File: src/hw/rtl/qkd_pkg.sv
`timescale 1ns / 1ps
// ----------------------------------------------------------------------------
// qkd_pkg: shared types and constants for the quadrature knob decoder
// phase codes of the A/B tracker, step codes and the reset press gap
// ----------------------------------------------------------------------------
package qkd_pkg;

  localparam int unsigned GAP_W  = 31;
  localparam int unsigned TIME_W = 32;

  typedef logic [2:0]        phase_t;
  typedef logic [1:0]        turn_t;
  typedef logic [1:0]        ab_t;
  typedef logic [GAP_W-1:0]  gap_t;
  typedef logic [TIME_W-1:0] time_t;

  localparam phase_t PH_REST = 3'd0;
  localparam phase_t PH_UP1  = 3'd1;
  localparam phase_t PH_UP2  = 3'd2;
  localparam phase_t PH_UP3  = 3'd3;
  localparam phase_t PH_DN1  = 3'd4;
  localparam phase_t PH_DN2  = 3'd5;
  localparam phase_t PH_DN3  = 3'd6;

  localparam turn_t TURN_NONE = 2'd0;
  localparam turn_t TURN_UP   = 2'd1;
  localparam turn_t TURN_DOWN = 2'd2;

  localparam ab_t AB_00   = 2'd0;
  localparam ab_t AB_01   = 2'd1;
  localparam ab_t AB_10   = 2'd2;
  localparam ab_t AB_REST = 2'd3;

  localparam gap_t GAP_RESET = 31'd1000000;

  localparam int unsigned SWITCH_BIT = 2;

endpackage

File: src/hw/rtl/quadrature_knob_decoder.sv
`timescale 1ns / 1ps
// ----------------------------------------------------------------------------
// quadrature_knob_decoder: push switch debounce and quadrature step decoder
// one pin sample with timestamp in, one press/turn item out
// ----------------------------------------------------------------------------
// Takes one item per clock while the output is not stalled and returns
// exactly one result item per input item. Each item passes an input
// register, then the press-gap compare (one 32-bit subtract and a 31-bit
// compare) and the phase tracker update, then the result register. The
// phase and last press time are updated as the item leaves the input
// register, so back-to-back items see each other's state. A stalled
// output holds one result and one more item in the input register before
// in_ready drops. The user writes press_gap through the cfg port only
// while idle; the block itself does not enforce this.
module quadrature_knob_decoder (
  input  logic            clk,
  input  logic            rst_n,
  input  logic            in_valid,
  output logic            in_ready,
  input  logic [2:0]      in_pins,
  input  qkd_pkg::time_t  in_now,
  output logic            out_valid,
  input  logic            out_ready,
  output logic            out_press,
  output qkd_pkg::turn_t  out_turn,
  input  logic            cfg_valid,
  output logic            cfg_ready,
  input  qkd_pkg::gap_t   cfg_press_gap
);
  import qkd_pkg::*;

  // input register
  logic       s1_valid_r;
  logic [2:0] pins_r;
  time_t      now_r;

  // state and config
  gap_t  gap_r;
  time_t last_press_r;

  // result register
  logic  out_valid_r;
  logic  out_press_r;
  turn_t out_turn_r;

  logic  s2_ready;
  logic  s1_fire;
  time_t diff;
  logic  press_ok;
  turn_t turn_c;

  assign s2_ready = !out_valid_r || out_ready;
  assign s1_fire  = s1_valid_r && s2_ready;
  assign in_ready = !s1_valid_r || s2_ready;
  assign cfg_ready = 1'b1;

  assign diff     = now_r - last_press_r;
  assign press_ok = pins_r[SWITCH_BIT] && !diff[TIME_W-1] && (diff[GAP_W-1:0] > gap_r);

  qkd_phase u_phase (
    .clk  (clk),
    .rst_n(rst_n),
    .en   (s1_fire),
    .ab   (pins_r[1:0]),
    .turn (turn_c)
  );

  always_ff @(posedge clk) begin
    if (!rst_n) begin
      s1_valid_r <= 1'b0;
    end else if (in_ready) begin
      s1_valid_r <= in_valid;
    end
  end

  always_ff @(posedge clk) begin
    if (in_valid && in_ready) begin
      pins_r <= in_pins;
      now_r  <= in_now;
    end
  end

  always_ff @(posedge clk) begin
    if (!rst_n) begin
      gap_r        <= GAP_RESET;
      last_press_r <= '0;
    end else begin
      if (cfg_valid && cfg_ready) begin
        gap_r <= cfg_press_gap;
      end
      if (s1_fire && press_ok) begin
        last_press_r <= now_r;
      end
    end
  end

  always_ff @(posedge clk) begin
    if (!rst_n) begin
      out_valid_r <= 1'b0;
    end else if (s2_ready) begin
      out_valid_r <= s1_valid_r;
    end
  end

  always_ff @(posedge clk) begin
    if (s1_fire) begin
      out_press_r <= press_ok;
      out_turn_r  <= turn_c;
    end
  end

  assign out_valid = out_valid_r;
  assign out_press = out_press_r;
  assign out_turn  = out_turn_r;

`ifndef SYNTHESIS
  a_press_stores_time: assert property (@(posedge clk) disable iff (!rst_n)
    (s1_fire && press_ok) |=> last_press_r == $past(now_r))
    else $error("accepted press did not store its time");

  a_time_moves_on_press: assert property (@(posedge clk) disable iff (!rst_n)
    ($past(rst_n) && last_press_r != $past(last_press_r)) |-> $past(s1_fire && press_ok))
    else $error("last press time changed without a press");

  a_stalled_item_held: assert property (@(posedge clk) disable iff (!rst_n)
    (s1_valid_r && !s2_ready) |=> (s1_valid_r && $stable(now_r) && $stable(pins_r)))
    else $error("item in input register lost during stall");

  a_result_follows_item: assert property (@(posedge clk) disable iff (!rst_n)
    s1_fire |=> out_valid_r)
    else $error("item left input register without a result");
`endif

endmodule

File: src/hw/rtl/qkd_phase.sv
`timescale 1ns / 1ps
// ----------------------------------------------------------------------------
// qkd_phase: seven-state quadrature phase tracker
// follows the A/B code and flags one step when a full sequence returns to rest
// ----------------------------------------------------------------------------
module qkd_phase (
  input  logic         clk,
  input  logic         rst_n,
  input  logic         en,
  input  qkd_pkg::ab_t ab,
  output qkd_pkg::turn_t turn
);
  import qkd_pkg::*;

  phase_t phase_r;
  phase_t phase_nxt;
  turn_t  turn_c;

  always_comb begin
    phase_nxt = phase_r;
    turn_c    = TURN_NONE;
    case (phase_r)
      PH_REST: begin
        if (ab == AB_01) phase_nxt = PH_UP1;
        else if (ab == AB_10) phase_nxt = PH_DN1;
      end
      PH_UP1: begin
        if (ab == AB_00) phase_nxt = PH_UP2;
        else if (ab == AB_REST) phase_nxt = PH_REST;
      end
      PH_UP2: begin
        if (ab == AB_10) phase_nxt = PH_UP3;
        else if (ab == AB_01) phase_nxt = PH_UP1;
      end
      PH_UP3: begin
        if (ab == AB_REST) begin
          phase_nxt = PH_REST;
          turn_c    = TURN_UP;
        end else if (ab == AB_00) begin
          phase_nxt = PH_UP2;
        end
      end
      PH_DN1: begin
        if (ab == AB_00) phase_nxt = PH_DN2;
        else if (ab == AB_REST) phase_nxt = PH_REST;
      end
      PH_DN2: begin
        if (ab == AB_01) phase_nxt = PH_DN3;
        else if (ab == AB_10) phase_nxt = PH_DN1;
      end
      PH_DN3: begin
        if (ab == AB_REST) begin
          phase_nxt = PH_REST;
          turn_c    = TURN_DOWN;
        end else if (ab == AB_00) begin
          phase_nxt = PH_DN2;
        end
      end
      default: begin
        phase_nxt = phase_r;
      end
    endcase
  end

  always_ff @(posedge clk) begin
    if (!rst_n) begin
      phase_r <= PH_REST;
    end else if (en) begin
      phase_r <= phase_nxt;
    end
  end

  assign turn = turn_c;

`ifndef SYNTHESIS
  a_step_ends_at_rest: assert property (@(posedge clk) disable iff (!rst_n)
    (en && turn_c != TURN_NONE) |=> phase_r == PH_REST)
    else $error("step reported without return to rest");

  a_hold_when_idle: assert property (@(posedge clk) disable iff (!rst_n)
    !en |=> $stable(phase_r))
    else $error("phase moved without an item");

  a_step_on_rest_code: assert property (@(posedge clk) disable iff (!rst_n)
    turn_c != TURN_NONE |-> ab == AB_REST)
    else $error("step reported on a non-rest code");
`endif

endmodule

File: config.mk
export PLATFORM = sky130hd
export DESIGN_NAME = quadrature_knob_decoder
export DESIGN_NICKNAME = d
export VERILOG_FILES = /design/src/hw/rtl/qkd_pkg.sv /design/src/hw/rtl/quadrature_knob_decoder.sv /design/src/hw/rtl/qkd_phase.sv
export SDC_FILE = /design/constraint.sdc
export NUM_CORES = 1
export LEC_CHECK = 0
export BUFFER_PORTS_ARGS = -buffer_cell sky130_fd_sc_hd__buf_2
export CAP_MARGIN = 20
export CORE_ASPECT_RATIO = 1.1
export CORE_MARGIN = 3
export CORE_UTILIZATION = 60
export DETAILED_ROUTE_END_ITERATION = 12
export PLACE_DENSITY = 0.83
export RECOVER_POWER = 100
export SKIP_CTS_REPAIR_TIMING = 1
export SLEW_MARGIN = 15
export SYNTH_ARGS = -nofsm -noshare
export SYNTH_HDL_FRONTEND = slang
export SYNTH_SLANG_ARGS = --single-unit
File: constraint.sdc
create_clock -name clk -period 14.2 [get_ports clk]
set_clock_uncertainty 0.1 [all_clocks]
set_input_delay 0 -clock clk [delete_from_list [all_inputs] [get_ports clk]]
set_output_delay 0 -clock clk [all_outputs]
set_load 0.005 [all_outputs]
==> impl_results.md <==
* Design internal power at 543 uW
* Net Count, Synth at 857
* Core footprint at 0.0105 mm^2
* Maximum number of pins on one net before global-route repair at 101
* Power density cells at 95.2 mW/mm^2
* Die boundary width at 106 um
* Portion of the clock cycle consumed by the worst path in the final layout at 52.7%
* Num ports at 77
* Count of endpoints failing setup in the final report at 0
* Diode count at 0
* Clock root cell: clkbuf_16
* Crit start category: flip-flop
* Synth top area share at 20.8%
* Number of DRC markers after the initial detailed-route iteration at 334
* Top area cells in the synthesized netlist: dfxtp_1 (21%), edfxtp_1 (17%), ha_1 (12%)
* Sequential area share after synthesis at 38.3%
* Critical Path RT at 14,360 ps
* Count of different cell masters after synthesis at 53
* Standby leakage power at 0.00323 uW
* Predominant post-synthesis flop cell: dfxtp_1
* RSZ-0062 raised after global routing: false
* Peak ir drop on the vdd network at 0.0000822 V
* Synthesized instance count at 723
* Syn Std Cell Area at 0.00654 mm^2
* Area leader, netlist: dfxtp_1
* Global-route wire length before repair at 23,000 um
* Number of hold violations in the final report at 0
* CP endpoint kind: flip-flop
* TritonCTS clock tree: done
* Met2 usage in global routing at 39.7%
* Vias per cell at 5.50
* Min Tclk post-route at 7490 ps
* Arrival time at the worst endpoint at 7650 ps
* Share of synthesized cell area in full adder, half adder and majority cells at 12.2%
* Global-route usage over all layers at 23.5%
* Global-route congestion overflow total at 0
* Remaining DRCs at 0
* Final TNS setup at 0 ps
* Met1 track utilization from global routing at 30.1%
* Die H at 115 um
* Transition time at the pin with the least slew margin at 3750 ps
* Nets@finish at 985
* Xor-xnor portion of the synthesized cell area at 4.02%
* Critical path type: flip-flop to flip-flop
* Buffers added on ports at 75
* Number of nets with antenna violations after detailed routing at 0
* Failing checks: capacitance limit, slew limit
* Total clock buffers created by CTS at 9
* Highest attainable clock frequency at 134 MHz
* Layout fillers at 750
* Standard-cell rows at 39
* CTS H-tree lvls at 3
* Met3 GRT Util at 4.96%
* Clock latency reported for the late side of the worst-skew pair at 350 ps
* Combinational Power Share at 23.9%
* Warning count from the yosys run at 0
* Compound-gate portion of the synthesized area at 14.4%
* Combinational family with the most area after synthesis: simple AND/OR/NAND/NOR gates
* Clk network pwr share at 30.9%
* Detailed Routing Iterations Pass 1 at 5
* DP HPWL at 10,500 um
* Antenna violations before repair at 0
* Total clock sinks at 106
* Die area at 0.0122 mm^2
* Synthesized area per cell at 9.04 um^2
* Switch Pwr at 210 uW
* Number of violations of the max-capacitance limit at 3
* Post-synthesis async set-or-reset flop share at 0%
* Sequential share of power at 45.2%
* Net switching fraction of the power at 27.9%
* Most congested layer reported by global routing: met2
* Longest Clk Path Bufs at 2
* Fraction of final layout cells sized beyond drive strength 1 at 10.5%
* Worst hold path type: input pin to flip-flop
* Initial core utilization at 62.3%
* Worst-path fanout max at 19
* RD Place Congestion at 0.935
* Number of vias after detailed routing at 5,490
* Via count of the first global-routing pass at 5,038
* Count of flip-flops with a built-in enable after synthesis at 38
* Worst setup slack after layout at 6710 ps
* Outcome: finished with violations
* Fraction of the mapped netlist area in simple logic gates at 16.1%
* Wire length per cell at 15.4 um
* #FFs+latches synth at 106
* Worst-path clk slew at 70 ps
* Syn-to-layout area delta at 20.9%
* Slew Viols, Final at 157
* Worst slew margin relative to its limit at -150%
* Setup slack at placement at 8240 ps
* Portion of netlist area occupied by mux cells at 8.57%
* Total length of routed wires at 15,400 um
cell usage in the layout (no fill, tap or decap), drive strengths merged, types with 2 or more instances in the layout:
cell type    synthesis  layout
clkbuf              26      22
dlygate4sd3          0      69
a31oi                3       3
o221ai               3       3
nor3b                4       4
nand2b               6       6
o21bai               2       2
nand2              100     100
nand4               14      14
mux2i               56      56
nand3               12      12
dfxtp               68      68
o311ai               3       3
xor2                 9       9
xnor2               21      21
and3                 4       4
o211ai              10      10
nor2                33      33
a21oi               40      40
a21o                18      18
o21ai               34      34
nor4                 2       2
o22ai                2       2
a211oi               4       4
ha                  62      62
nor3                 7       7
a21boi               3       3
edfxtp              38      38
buf                  5      71
o21a                 8       8
inv                 74      74
nor2b               35      35
a22oi                3       3
a2111oi              3       3
area by class of cell:
type / count / area [um^2] / share of cell area, %
well taps: 143 / 179 / 2.26
repair buffers: 148 / 1080 / 13.6
inverters: 74 / 278 / 3.51
flip-flops and latches: 106 / 2500 / 31.6
clock buffers: 14 / 264 / 3.34
clock inverters: 2 / 11.3 / 0.142
multi-input cells: 512 / 3600 / 45.5
synthesized netlist by cell type, types with 2 or more instances:
| master | instances |
|---|---|
| nand2_1 | 100 |
| inv_1 | 74 |
| dfxtp_1 | 68 |
| ha_1 | 62 |
| mux2i_1 | 56 |
| a21oi_1 | 40 |
| edfxtp_1 | 38 |
| nor2b_1 | 35 |
| nor2_1 | 33 |
| o21ai_0 | 27 |
| clkbuf_1 | 26 |
| xnor2_1 | 21 |
| a21o_1 | 18 |
| nand4_1 | 14 |
| nand3_1 | 12 |
| o211ai_1 | 9 |
| xor2_1 | 9 |
| o21a_1 | 8 |
| nor3_1 | 7 |
| nand2b_1 | 6 |
| o21ai_1 | 5 |
| a211oi_1 | 4 |
| and3_1 | 4 |
| nor3b_1 | 4 |
| a21boi_0 | 3 |
| a22oi_1 | 3 |
| buf_6 | 3 |
| o221ai_1 | 3 |
| a2111oi_0 | 2 |
| a31oi_1 | 2 |
| buf_4 | 2 |
| o21bai_1 | 2 |
| o22ai_1 | 2 |
| o311ai_0 | 2 |
path summary, 6_finish.rpt:
check,from,endpoint,slack (ps),cells past startpoint
worst min register to register,last_press_r[9]$_SDFFE_PN0P_,last_press_r[9]$_SDFFE_PN0P_,360,2
worst max-delay path,now_r[0]$_DFFE_PP_,last_press_r[14]$_SDFFE_PN0P_,6710,20
worst min-delay path,in_now[29],now_r[29]$_DFFE_PP_,260,2
worst max register to register,now_r[0]$_DFFE_PP_,last_press_r[14]$_SDFFE_PN0P_,6710,20
state kept, by name, indices dropped and copies added, names as in the netlist:
signal and cells:
last_press_r 32, u_phase.phase_r 3, out_turn 2, now_r 32, out_press 1, gap_r 31, out_valid 1, s1_valid_r 1
pins_r 3
routing by layer:
layer | wire (um) | share of wire [%]
met1 | 6790 | 44
met2 | 7690 | 50
met3 | 673 | 4.4
met4 | 246 | 1.6
met5 | 0 | 0
kinds of logic (layout without fill, tap and decap cells):
kind of cell | after synthesis | count (layout)
flip-flops | 106 | 106
XOR/XNOR | 30 | 30
adder cells (fa/ha/maj) | 63 | 63
multiplexers | 56 | 56
AND/OR/NAND/NOR | 221 | 221
other | 1 | 1
AO/OA/AOI/OAI | 141 | 141
buffers and inverters | 105 | 238
stage by stage:
| stage | hold WS, ps | instance area [um^2] | total power [uW] | util [%] | instances |
|---|---|---|---|---|---|
| floorplan | -1.13 | 6540 | 465 | - | 723 |
| global placement | 76.0 | 6970 | 499 | 66.4 | 913 |
| detailed placement | 78.1 | 6970 | 507 | 66.4 | 913 |
| CTS | -295 | 7240 | 740 | 69.1 | 929 |
| global route | 248 | 7910 | 793 | 75.4 | 999 |
| finish | 256 | 7910 | 753 | 75.4 | 999 |
critical path: stages, from the launching register on:
cell	delay, ps
edfxtp_1	340
inv_1	50
ha_1	220
fa_1	410
nor2b_1	110
o21ai_0	120
o221ai_1	190
nor3b_1	460
nor2_1	160
o311ai_0	510
a311oi_1	200
xnor2_1	160
ha_1	300
nand4_1	110
or2_2	330
nor3_1	290
a21oi_1	160
nor4_1	1100
clkbuf_1	610
clkbuf_1	1170
mux2i_1	300
power by group through the flow:
| stage | Clock, uW | Sequential (uW) | Combinational (uW) |
|---|---|---|---|
| final | 233 | 340 | 180 |
| after global routing | 251 | 342 | 200 |
| after CTS | 237 | 340 | 163 |
| after detailed placement | 0 | 346 | 161 |
| after global placement | 0 | 345 | 154 |
| after floorplan | 0 | 342 | 123 |
(Power assumes the default switching activity.)
